<file path="config.mk">
export PLATFORM = sky130hd
export DESIGN_NAME = dpbp_ctrl
export DESIGN_NICKNAME = d
export VERILOG_FILES = /design/src/dpbp_pkg.sv /design/src/dpbp_ctrl.sv
export SDC_FILE = /design/constraint.sdc
export NUM_CORES = 1
export LEC_CHECK = 0
export BUFFER_PORTS_ARGS = -buffer_cell sky130_fd_sc_hd__buf_4
export CAP_MARGIN = 15
export CORE_AREA = 4 4 41 43
export DETAILED_ROUTE_END_ITERATION = 7
export DIE_AREA = 0 0 45 47
export MAX_ROUTING_LAYER = met4
export PLACE_DENSITY = 0.76
export SLEW_MARGIN = 25
export SYNTH_ARGS = -nofsm -noshare
export SYNTH_HDL_FRONTEND = slang
export SYNTH_SLANG_ARGS = --single-unit
</file>
<file path="constraint.sdc">
create_clock -name clk -period 1.55 [get_ports clk]
set_input_delay 0 -clock clk [delete_from_list [all_inputs] [get_ports clk]]
set_output_delay 0 -clock clk [all_outputs]
set_load 0.03 [all_outputs]
</file>
<file path="src/dpbp_pkg.sv">
// Shared types and constants for the depth pixel back-projection core.
// Used by every module of the block and by its port checker.
`default_nettype none

package dpbp_pkg;

  localparam int COORD_W = 12;
  localparam int DEPTH_W = 24;
  localparam int FOCAL_W = 16;
  localparam int MAG_W = 16;
  localparam int NUM_W = 40;
  localparam int DIVD_W = 41;
  localparam int Q_W = 32;
  localparam int DIV_STEP = 4;
  localparam int DIV_STAGES = Q_W / DIV_STEP;

  // Stage positions along the pipeline.
  localparam int ST_IN = 0;
  localparam int ST_DIFF = 1;
  localparam int ST_MUL = 2;
  localparam int ST_ADD = 3;
  localparam int ST_DIV0 = 4;
  localparam int ST_OUT = ST_DIV0 + DIV_STAGES;
  localparam int PIPE_STAGES = ST_OUT + 1;

  localparam logic [Q_W-1:0] COORD_MAX = 32'h7FFF_FFFF;
  localparam logic [Q_W-1:0] COORD_MIN = 32'h8000_0000;

  localparam logic [15:0] CENTER_X_RST = 16'd5112;
  localparam logic [15:0] CENTER_Y_RST = 16'd3832;
  localparam logic [15:0] FOCAL_X_RST = 16'd8400;
  localparam logic [15:0] FOCAL_Y_RST = 16'd8400;

  typedef enum logic [2:0] {
    REG_CENTER_X   = 3'd0,
    REG_CENTER_Y   = 3'd1,
    REG_FOCAL_X    = 3'd2,
    REG_FOCAL_Y    = 3'd3,
    REG_RGB_ENABLE = 3'd4
  } cfg_reg_t;

  typedef struct packed {
    logic [11:0] column;
    logic [11:0] row;
    logic [23:0] depth;
    logic        depth_invalid;
    logic [7:0]  blue;
    logic [7:0]  green;
    logic [7:0]  red;
    logic        color_present;
  } in_item_t;

  typedef struct packed {
    logic signed [31:0] point_x;
    logic signed [31:0] point_y;
    logic [23:0]        point_z;
    logic [7:0]         point_blue;
    logic [7:0]         point_green;
    logic [7:0]         point_red;
    logic               color_valid;
  } out_item_t;

  // Data that rides alongside the arithmetic unchanged.
  typedef struct packed {
    logic [23:0] depth;
    logic [7:0]  blue;
    logic [7:0]  green;
    logic [7:0]  red;
    logic        color_valid;
  } side_t;

  typedef struct packed {
    logic neg;
    logic zero;
    logic ovf;
  } axis_flags_t;

  typedef logic [PIPE_STAGES-1:0] stage_en_t;

  // Applies sign and saturation to a rounded quotient magnitude.
  function automatic logic [Q_W-1:0] sat_coord(input logic [Q_W-1:0] q,
                                               input axis_flags_t fl);
    logic [Q_W-1:0] res;
    if (fl.zero) begin
      res = '0;
    end else if (fl.neg) begin
      if (fl.ovf || (q[Q_W-1] && (q[Q_W-2:0] != '0))) begin
        res = COORD_MIN;
      end else begin
        res = (~q) + 32'd1;
      end
    end else begin
      if (fl.ovf || q[Q_W-1]) begin
        res = COORD_MAX;
      end else begin
        res = q;
      end
    end
    return res;
  endfunction

endpackage

`default_nettype wire

</file>
<file path="src/dpbp_ctrl.sv">
// Valid bits and per-stage load enables for the back-projection pipeline.
// A stage loads when it is empty or the stage after it moves. Uses dpbp_pkg.
`default_nettype none

module dpbp_ctrl (
  input  wire                   clk,
  input  wire                   rst_n,
  input  wire                   in_valid,
  input  wire                   in_keep,
  input  wire                   out_stall,
  output dpbp_pkg::stage_en_t   stage_en,
  output logic                  in_stall,
  output logic                  out_valid
);
  import dpbp_pkg::*;

  logic [PIPE_STAGES-1:0] v_r;
  logic [PIPE_STAGES-1:0] v_nxt;

  // Bubbles collapse: an empty stage takes new data even when the output waits.
  always_comb begin
    stage_en[PIPE_STAGES-1] = !v_r[PIPE_STAGES-1] || !out_stall;
    for (int k = PIPE_STAGES - 2; k >= 0; k--) begin
      stage_en[k] = !v_r[k] || stage_en[k+1];
    end
  end

  always_comb begin
    v_nxt = v_r;
    if (stage_en[0]) begin
      v_nxt[0] = in_valid && in_keep;
    end
    for (int k = 1; k < PIPE_STAGES; k++) begin
      if (stage_en[k]) begin
        v_nxt[k] = v_r[k-1];
      end
    end
  end

  always_ff @(posedge clk) begin
    if (!rst_n) begin
      v_r <= '0;
    end else begin
      v_r <= v_nxt;
    end
  end

  assign in_stall = !stage_en[0];
  assign out_valid = v_r[PIPE_STAGES-1];

endmodule

`default_nettype wire

</file>
==> metrics.cfg <==
[yosys]
synthSimpleGateAreaFrac_pct = 29.0
synth_xor_xnor_area_share_pct = 0
yosys.area.top_type = dfxtp_1
syn_area_per_cell_sq_um = 8.30
yosys_warnings = 0
syn_area_sq_um = 564
synth-compound-area-share_pct = 16.2
synth_mux_area_share_pct = 0
netlist.area_leader.share_pct = 46.1
yosysUniqueCellTypes = 22
synth_area_leaders = dfxtp_1 46%, nand2_1 8.6%, nand3_1 8.0%
syn_inst = 68
yosys.area_share.adder_pct = 0
synth_top_family_by_area = simple AND/OR/NAND/NOR gates
ys_ff_latch = 13
yosysSeqAreaShare_pct = 46.1
syn_nets = 73

[worst_setup_path]
crit_chain = and3_2 > nand4_1 > buf_4 > nor2_4 > buf_4
end_kind = primary output
crit_type = reg2out
critPathMostFrequentCell = buf_4
worstPathArrival_ns = 1.45
cp.required_ns = 1.55
cp_slowest_cell = dfxtp_1
worstPathMaxFanout = 6
start_kind = flip-flop
max_stage_delay_ns = 0.37

[timing]
fin_tns_setup_ns = 0
finalCritPeriodShare_pct = 93.7
slew_violations = 0
hold_ws_ns = 0.0141
tightest_slew_ns = 0.179
relSlewSlack_pct = 88.0
finClkSkew_ns = 0.00298
setup_viol = 0
max_freq_ghz = 0.689
min_period_ns = 1.45
hold_viol = 0

[pwr]
powerDensity_nw_per_um2 = 736
combPwrFrac_pct = 3.6
power.switching_uw = 113
swShare_pct = 20.3
intPower_uw = 444
ir_worst_vdd_mv = 0.506
pwr-share-clk_pct = 35.9
seqPwrFrac_pct = 60.4
leakage_uw = 0.000274
finalPower_uw = 557

[global_routing]
grt_pass1_wl_um = 2120
gr-total-overflow = 0
grt_pass1_vias = 496
grt_max_degree = 20
grt_util_all_layers_pct = 14.3
antenna_found_initial = 0

[clock_tree]
htreeDepth = 1
cts_root_buffer = clkbuf_4
tritoncts = done
clkTransAtPathRegs_ns = 0.08
clock_path_buffers = 2
clock_sinks = 13
cts_buffers = 3
insertion_delay_ns = 0.26

[final_layout]
largest_reg_flops = 13
final_util_pct = 58.2
regArea_sq_um = 267
synthToLayoutAreaGrowth_pct = 34.1
multi_input_area_sq_um = 270
layout.nets = 94
diodes = 0
top_register = v_r
fill_cells = 127
drive_above_1_share_pct = 39.8
top_regs = v_r x13

[detailed_routing]
ant_nets = 0
drt_first_pass_iters = 4
wl_per_cell_um = 11.6
drtIter0Drc = 3
wirelength_um = 1190
via_per_inst = 5.08
drc_errors = 0
vias = 523

[floorplanning]
die_area_sq_um = 2120
core_sq_um = 1300
fp.dieW_um = 45
initial_core_util_pct = 43.4
boundaryPins = 20
die_h_um = 47
rows = 13

[outcome]
outcome = finished, final reports clean

[placed_design]
io_buffers = 19
gp_congestion = 0.723
hpwl_um = 906

[job]
maxCapViolCount = 0

[min_path]
hold_path_class = in2reg

## worst max-delay path, delay by kind of cell (launching register included)
kind                   cells  cell delay, ns
AND/OR/NAND/NOR            3            0.48
flip-flops                 1            0.37
buffers and inverters      2            0.34
## through the flow
stage / worst slack [ns] / instances / cell area, sq um
after global routing: -0.000319 / 103 / 757
final: 0.0979 / 103 / 757
after detailed placement: 0.235 / 99 / 723
after CTS: 0.00403 / 103 / 749
after floorplan: -0.0377 / 68 / 578
after global placement: 0.285 / 99 / 723
## cell usage in the layout (no fill, tap or decap)
| cell type | instances |
|---|---|
| dfxtp_2 | 2 |
| and4_1 | 1 |
| inv_1 | 3 |
| dfxtp_1 | 10 |
| o21a_1 | 2 |
| nor2b_1 | 2 |
| nand4_1 | 2 |
| nand2_2 | 1 |
| buf_4 | 21 |
| a21oi_1 | 2 |
| o21ai_0 | 6 |
| clkbuf_4 | 3 |
| a21boi_0 | 2 |
| clkbuf_1 | 1 |
| dfxtp_4 | 1 |
| nand3_1 | 9 |
| and2_1 | 1 |
| inv_4 | 1 |
| o31ai_4 | 1 |
| and3_2 | 3 |
| or2_4 | 1 |
| nor2_4 | 1 |
| nand2_1 | 12 |
## power groups by stage
stage               registers (uW)  logic, uW  clock network (uW)
floorplan                      344       10.6                   0
global placement               344       19.5                   0
detailed placement             345       20.3                   0
CTS                            337       20.4                 204
global route                   337       22.3                 228
finish                         337       20.2                 200
## cell type report
cell class / instances / share of cell area [%]
Inverter: 4 / 2.31
Clock buffer: 4 / 3.47
Tap cell: 15 / 2.48
Sequential cell: 13 / 35.2
Timing Repair Buffer: 21 / 20.8
Multi-Input combinational cell: 46 / 35.7
## repair_timing
action / 4_1_cts / 5_1_grt
hold buffers: 0 / 0
endpoints found under the setup margin: 0 / 8
resized for setup: 0 / 5
buffers inserted: 0 / 0
## synthesized netlist by cell type, drive strengths merged
cell type  instances
dfxtp             13
nand2             13
nand3              9
o21ai              6
inv                4
and3               3
buf                3
a21boi             2
a21oi              2
clkbuf             2
nand4              2
nor2b              2
o21a               2
and2               1
and4               1
nor2               1
o31ai              1
or2                1
## cells by family after synthesis
| group | after synthesis |
|---|---|
| AO/OA/AOI/OAI | 13 |
| AND/OR/NAND/NOR | 33 |
| buffers and inverters | 9 |
| flip-flops | 13 |
## routing by layer
| layer | track usage, % | wire length, um | up-vias |
|---|---|---|---|
| met5 | - | 0 | - |
| li1 | - | - | 270 |
| met4 | 7.02 | 9 | 0 |
| met3 | 3.45 | 93 | 2 |
| met1 | 18.3 | 572 | 234 |
| met2 | 20.9 | 517 | 17 |
## path summary, 6_finish.rpt
path,from,to,slack [ns],cells after the start
worst max-delay path,v_r[5]$_SDFFE_PN0P_,in_stall,0.1,5
worst min-delay path,in_keep,v_r[0]$_SDFFE_PN0P_,0.01,3
worst max register to register,v_r[11]$_SDFFE_PN0P_,v_r[0]$_SDFFE_PN0P_,0.29,4
worst min register to register,v_r[10]$_SDFFE_PN0P_,v_r[11]$_SDFFE_PN0P_,0.46,2
Note: power is estimated with default switching activity, not from simulation.
