### src/dpbp_pkg.sv
// Shared types and constants for the depth pixel back-projection core.
// Used by every module of the block and by its port checker.
`default_nettype none

package dpbp_pkg;

  localparam int COORD_W = 12;
  localparam int DEPTH_W = 24;
  localparam int FOCAL_W = 16;
  localparam int MAG_W = 16;
  localparam int NUM_W = 40;
  localparam int DIVD_W = 41;
  localparam int Q_W = 32;
  localparam int DIV_STEP = 4;
  localparam int DIV_STAGES = Q_W / DIV_STEP;

  // Stage positions along the pipeline.
  localparam int ST_IN = 0;
  localparam int ST_DIFF = 1;
  localparam int ST_MUL = 2;
  localparam int ST_ADD = 3;
  localparam int ST_DIV0 = 4;
  localparam int ST_OUT = ST_DIV0 + DIV_STAGES;
  localparam int PIPE_STAGES = ST_OUT + 1;

  localparam logic [Q_W-1:0] COORD_MAX = 32'h7FFF_FFFF;
  localparam logic [Q_W-1:0] COORD_MIN = 32'h8000_0000;

  localparam logic [15:0] CENTER_X_RST = 16'd5112;
  localparam logic [15:0] CENTER_Y_RST = 16'd3832;
  localparam logic [15:0] FOCAL_X_RST = 16'd8400;
  localparam logic [15:0] FOCAL_Y_RST = 16'd8400;

  typedef enum logic [2:0] {
    REG_CENTER_X   = 3'd0,
    REG_CENTER_Y   = 3'd1,
    REG_FOCAL_X    = 3'd2,
    REG_FOCAL_Y    = 3'd3,
    REG_RGB_ENABLE = 3'd4
  } cfg_reg_t;

  typedef struct packed {
    logic [11:0] column;
    logic [11:0] row;
    logic [23:0] depth;
    logic        depth_invalid;
    logic [7:0]  blue;
    logic [7:0]  green;
    logic [7:0]  red;
    logic        color_present;
  } in_item_t;

  typedef struct packed {
    logic signed [31:0] point_x;
    logic signed [31:0] point_y;
    logic [23:0]        point_z;
    logic [7:0]         point_blue;
    logic [7:0]         point_green;
    logic [7:0]         point_red;
    logic               color_valid;
  } out_item_t;

  // Data that rides alongside the arithmetic unchanged.
  typedef struct packed {
    logic [23:0] depth;
    logic [7:0]  blue;
    logic [7:0]  green;
    logic [7:0]  red;
    logic        color_valid;
  } side_t;

  typedef struct packed {
    logic neg;
    logic zero;
    logic ovf;
  } axis_flags_t;

  typedef logic [PIPE_STAGES-1:0] stage_en_t;

  // Applies sign and saturation to a rounded quotient magnitude.
  function automatic logic [Q_W-1:0] sat_coord(input logic [Q_W-1:0] q,
                                               input axis_flags_t fl);
    logic [Q_W-1:0] res;
    if (fl.zero) begin
      res = '0;
    end else if (fl.neg) begin
      if (fl.ovf || (q[Q_W-1] && (q[Q_W-2:0] != '0))) begin
        res = COORD_MIN;
      end else begin
        res = (~q) + 32'd1;
      end
    end else begin
      if (fl.ovf || q[Q_W-1]) begin
        res = COORD_MAX;
      end else begin
        res = q;
      end
    end
    return res;
  endfunction

endpackage

`default_nettype wire

### src/dpbp_axis.sv
// One coordinate axis: offset from the principal point, scale by depth,
// then a pipelined rounding division by the focal length. Uses dpbp_pkg.
`default_nettype none

module dpbp_axis (
  input  wire                            clk,
  input  dpbp_pkg::stage_en_t            stage_en,
  input  wire [dpbp_pkg::COORD_W-1:0]    coord,
  input  wire [15:0]                     center,
  input  wire [dpbp_pkg::FOCAL_W-1:0]    focal,
  input  wire [dpbp_pkg::DEPTH_W-1:0]    depth,
  output logic [dpbp_pkg::Q_W-1:0]       quot,
  output dpbp_pkg::axis_flags_t          flags
);
  import dpbp_pkg::*;

  logic [16:0] diff;
  logic [16:0] diff_neg;
  logic [MAG_W-1:0] mag_r;
  logic             neg1_r;
  logic [DEPTH_W-1:0] depth1_r;
  logic [NUM_W-1:0] num_r;
  logic [NUM_W-1:0] num_nxt;
  logic             neg2_r;
  logic             zero2_r;
  logic [DIVD_W-1:0] d_r;
  logic [DIVD_W-1:0] d_nxt;
  logic              neg3_r;
  logic              zero3_r;

  // Coordinate is an integer pixel; scale to Q.4 before subtracting.
  assign diff = {1'b0, coord, 4'b0000} - {1'b0, center};
  assign diff_neg = (~diff) + 17'd1;

  always_ff @(posedge clk) begin
    if (stage_en[ST_DIFF]) begin
      neg1_r <= diff[16];
      mag_r <= diff[16] ? diff_neg[MAG_W-1:0] : diff[MAG_W-1:0];
      depth1_r <= depth;
    end
  end

  assign num_nxt = NUM_W'(mag_r) * NUM_W'(depth1_r);

  always_ff @(posedge clk) begin
    if (stage_en[ST_MUL]) begin
      num_r <= num_nxt;
      neg2_r <= neg1_r;
      zero2_r <= (mag_r == '0);
    end
  end

  // Half the divisor is added up front so the truncating divide rounds.
  assign d_nxt = DIVD_W'(num_r) + DIVD_W'(focal >> 1);

  always_ff @(posedge clk) begin
    if (stage_en[ST_ADD]) begin
      d_r <= d_nxt;
      neg3_r <= neg2_r;
      zero3_r <= zero2_r;
    end
  end

  logic [FOCAL_W-1:0] rem_r [DIV_STAGES];
  logic [Q_W-1:0]     lo_r  [DIV_STAGES];
  logic [Q_W-1:0]     q_r   [DIV_STAGES];
  axis_flags_t        fl_r  [DIV_STAGES];

  logic [FOCAL_W-1:0] src_rem [DIV_STAGES];
  logic [Q_W-1:0]     src_lo  [DIV_STAGES];
  logic [Q_W-1:0]     src_q   [DIV_STAGES];
  axis_flags_t        src_fl  [DIV_STAGES];

  logic [FOCAL_W-1:0] rem_nxt [DIV_STAGES];
  logic [Q_W-1:0]     lo_nxt  [DIV_STAGES];
  logic [Q_W-1:0]     q_nxt   [DIV_STAGES];

  for (genvar j = 0; j < DIV_STAGES; j++) begin : g_div
    if (j == 0) begin : g_first
      // The high dividend bits seed the remainder. If they already reach the
      // divisor the quotient needs more than 32 bits and saturates.
      assign src_rem[j] = {7'b0, d_r[DIVD_W-1:Q_W]};
      assign src_lo[j] = d_r[Q_W-1:0];
      assign src_q[j] = '0;
      assign src_fl[j] = '{neg: neg3_r, zero: zero3_r,
                           ovf: ({7'b0, d_r[DIVD_W-1:Q_W]} >= focal)};
    end else begin : g_next
      assign src_rem[j] = rem_r[j-1];
      assign src_lo[j] = lo_r[j-1];
      assign src_q[j] = q_r[j-1];
      assign src_fl[j] = fl_r[j-1];
    end

    always_comb begin
      logic [FOCAL_W-1:0] r;
      logic [FOCAL_W:0]   t;
      logic [Q_W-1:0]     lo;
      logic [Q_W-1:0]     qq;
      r = src_rem[j];
      lo = src_lo[j];
      qq = src_q[j];
      for (int i = 0; i < DIV_STEP; i++) begin
        t = {r, lo[Q_W-1]};
        lo = {lo[Q_W-2:0], 1'b0};
        if (t >= {1'b0, focal}) begin
          t = t - {1'b0, focal};
          qq = {qq[Q_W-2:0], 1'b1};
        end else begin
          qq = {qq[Q_W-2:0], 1'b0};
        end
        r = t[FOCAL_W-1:0];
      end
      rem_nxt[j] = r;
      lo_nxt[j] = lo;
      q_nxt[j] = qq;
    end

    always_ff @(posedge clk) begin
      if (stage_en[ST_DIV0+j]) begin
        rem_r[j] <= rem_nxt[j];
        lo_r[j] <= lo_nxt[j];
        q_r[j] <= q_nxt[j];
        fl_r[j] <= src_fl[j];
      end
    end
  end

  assign quot = q_r[DIV_STAGES-1];
  assign flags = fl_r[DIV_STAGES-1];

endmodule

`default_nettype wire

### config.mk
export PLATFORM = sky130hd
export DESIGN_NAME = dpbp_axis
export DESIGN_NICKNAME = d
export VERILOG_FILES = /design/src/dpbp_pkg.sv /design/src/dpbp_axis.sv
export SDC_FILE = /design/constraint.sdc
export NUM_CORES = 2
export LEC_CHECK = 0
export BUFFER_PORTS_ARGS = -buffer_cell sky130_fd_sc_hd__clkbuf_2
export CORE_MARGIN = 4
export CORE_UTILIZATION = 45
export DETAILED_ROUTE_END_ITERATION = 7
export GPL_ROUTABILITY_DRIVEN = 0
export SLEW_MARGIN = 15
export SYNTH_ARGS = -nofsm -noshare
export SYNTH_HDL_FRONTEND = slang
export SYNTH_SLANG_ARGS = --single-unit
### constraint.sdc
create_clock -name clk -period 17.45 [get_ports clk]
set_input_delay 2.6175 -clock clk [delete_from_list [all_inputs] [get_ports clk]]
set_output_delay 2.6175 -clock clk [all_outputs]
set_load 0.01 [all_outputs]
==> flow_summary_export.csv <==
group,metric,value,unit
outcome,status,"completed",
cells_and_area,drive_gt1_share,9.74,%
timing,relSlewSlack,31.0,%
timing,rsz0062_at_grt,"no",
timing,setup_violations,0,
timing,min_period_over_period,88.4,%
clock_network,cts_tree,"built",
grt,grt_use_total,22.4,%
setup_path,r2r-end,"rem_r[3][1]$_DFFE_PP_",
drt,ant_nets,0,
yosys,synth_top_area_share,27.0,%
floorplanning,start_util,45.6,%
setup_path,path_buf_inv,4,
placement,dp_cells,7757,
timing,finalCriticalPeriod,15420,ps
floorplanning,rows,130,
yosys,synth_edf_count,518,
setup_path,critPathLaunchType,"input pin",
cells_and_area,nets,7245,
clock_network,cts_max_path_buffers,3,
setup_path,end_kind,"register",
drt,wirelength,152000,um
cells_and_area,final_cells,7875,
yosys,synth_area_leaders,"edfxtp_1, ha_1, fa_1",
grt,grt_pass1_wl,242000,um
setup_path,cp.required,17860,ps
yosys,async_reset_ff_share,0,%
setup_path,critical_path_class,"input pin to register",
clock_network,cts.sinks,518,
grt,overflow,0,
setup_path,cp.depth,43,
clock_network,cts_buffers,61,
grt,grt_pass1_vias,44600,
floorplanning,chipHeight,366,um
yosys,syn_nets,7125,
setup_path,path_common_cell,"o21ai_0",
timing,clock-skew-final,49.1,ps
floorplanning,die_area,134000,um2
setup_path,rr_worst_depth,41,
yosys,yosys_warnings,0,
clock_network,htreeDepth,2,
drt,viasPerCell,5.69,
yosys,syn_inst,6050,
timing,fmax,64.8,MHz
setup_path,r2r_start,"rem_r[2][5]$_DFFE_PP_",
grt,grt_use_met1,29.3,%
grt,grt.met3_usage,2.52,%
grt,antenna_found_initial,5,
setup_path,reg2reg_slack,3860,ps
grt,grt_use_met2,38.2,%
clock_network,cts_root_buf,"clkbuf_16",
timing,fin_tns_setup,0,ps
clock_network,cts_setup_buffers,0,
yosys,ys_types,94,
yosys,seq_area_frac_synth,27.0,%
grt,top_usage_layer,"met2",
yosys,ys_ff_latch,518,
hold_path,hold_path_class,"register to register",
drt,detail_route.wl_per_cell,19.3,um
drt,drt_iter0_markers,2703,
hold_path,min-delay-start,"lo_r[0][8]$_DFFE_PP_",
placement,hpwl,117000,um
setup_path,max_stage_delay,850,ps
timing,timing.final.ws_setup,2030,ps
clock_network,clk_pin_slew,70,ps
clock_network,clk_latency,700,ps
placement,post-place-ws,1480,ps
floorplanning,core,126000,um2
setup_path,slowest_stage,"a221oi_4",
yosys,synth_top_area_cell,"edfxtp_1",
yosys,synth_area,57600,um2
flow_run,drv_cap,0,
timing,slew_violations,0,
floorplanning,num_io_pins,117,
timing,worstMarginPinSlew,1030,ps
clock_network,post_cts_resize_count,0,
hold_path,min_to,"lo_r[1][12]$_DFFE_PP_",
setup_path,path_delay_family,"compound AO/OA/AOI/OAI gates",
grt,grt_max_degree,52,
hold_path,hold_path_depth,0,
timing,hold_viol,0,
placement,port_buffers,114,
setup_path,arrival,15830,ps
floorplanning,die_w,366,um
yosys,syn_avg_cell_area,9.52,um2
yosys,ys.flop_type,"edfxtp_1",
cells_and_area,syn_to_final_growth,8.58,%
clock_network,hold_buffers,0,
timing,hold_slack,385,ps
drt,post-route-drc-count,0,
drt,dr_total_vias,44800,
drt,dr.pass1.iters,5,
setup_path,cp_max_fo,19,
## synth_stat cells, drive strengths merged (14+ instances only)
library cell  instances
nand3                92
o211ai               25
a31o                 17
nand2               576
or3                  39
mux2                219
nor2                336
a22oi                14
mux2i                55
buf                  24
o41ai                18
inv                 574
o31ai                33
xor2                148
nor3                103
edfxtp              518
a21oi               403
a21boi               19
clkbuf              108
ha                  655
a221o                26
nor4                 30
o21a                 87
fa                  338
a211oi               50
and2                160
xnor2               300
and3                 59
o21bai               45
a31oi                33
nand4                81
a2111oi              14
nor2b                87
nand2b               69
a21o                166
o31a                 19
o21ai               308
or2                  26
## cells by family after synthesis
logic type / count (synthesis) / synth area share [%]
compound gates: 1400 / 15.9
xor+xnor: 448 / 6.81
fa+ha+maj: 993 / 26.0
buf+inv: 707 / 4.67
flops: 518 / 27.0
mux: 274 / 5.24
simple gates: 1710 / 14.4
## cells in the final DEF (no fill, tap or decap), types with 47 or more instances in the layout
cell / count
nand2_1: 576
edfxtp_1: 518
clkbuf_16: 62
nor3_1: 103
ha_1: 655
nand3_1: 92
a211oi_1: 47
and3_1: 59
nor2b_1: 87
nand4_1: 81
mux2_2: 219
fa_1: 338
nand2b_1: 69
nor2_1: 335
inv_1: 554
xor2_1: 148
o21a_1: 87
buf_4: 73
o21ai_0: 306
a21oi_1: 401
xnor2_1: 300
a21o_1: 166
mux2i_1: 54
and2_1: 160
clkbuf_2: 110
## area by class of cell
| type | count | area [um2] |
|---|---|---|
| diodes | 2 | 5.00 |
| multi-input cells | 4825 | 39400 |
| clock inverters | 47 | 617 |
| fillers | 11800 | 63900 |
| well taps | 1650 | 2060 |
| flip-flops and latches | 518 | 15600 |
| repair buffers | 189 | 1160 |
| inverters | 575 | 2160 |
| clock buffers | 69 | 1580 |
## per-layer routing
metal  share of wire (%)  up-vias  wire length, um
met3                 4.5      284             6830
met1                  45    21500            67700
met2                  47     1045            71300
met4                 4.0        2             6150
met5              0.0085        -               13
li1                    -    21900                -
## per-stage QoR
stage	utilization, %	instance area (um2)
global placement	47.7	60300
detailed placement	47.7	60300
floorplan	-	57600
global route	49.5	62500
CTS	49.5	62500
finish	49.5	62500
## flip-flops by register name, summed over array words and instances (netlist names)
signal and count:
mag_r 16, q_r 144, num_r 40, neg1_r 1, neg3_r 1, zero2_r 1
fl_r 24, zero3_r 1, neg2_r 1, depth1_r 24, d_r 41, lo_r 112
rem_r 112
## worst max path at each step
stage	startpoint	end	slack (ps)
global route	focal[1]	rem_r[4][1]$_DFFE_PP_	1070
detailed placement	focal[6]	rem_r[3][1]$_DFFE_PP_	1480
CTS	focal[6]	rem_r[3][1]$_DFFE_PP_	2170
finish	focal[6]	rem_r[3][1]$_DFFE_PP_	2030
floorplan	focal[1]	rem_r[3][10]$_DFFE_PP_	2990
global placement	focal[6]	rem_r[3][1]$_DFFE_PP_	1600
Power is not shown: default switching activity piles up to over one toggle a cycle in this logic, so the estimate is an artifact.
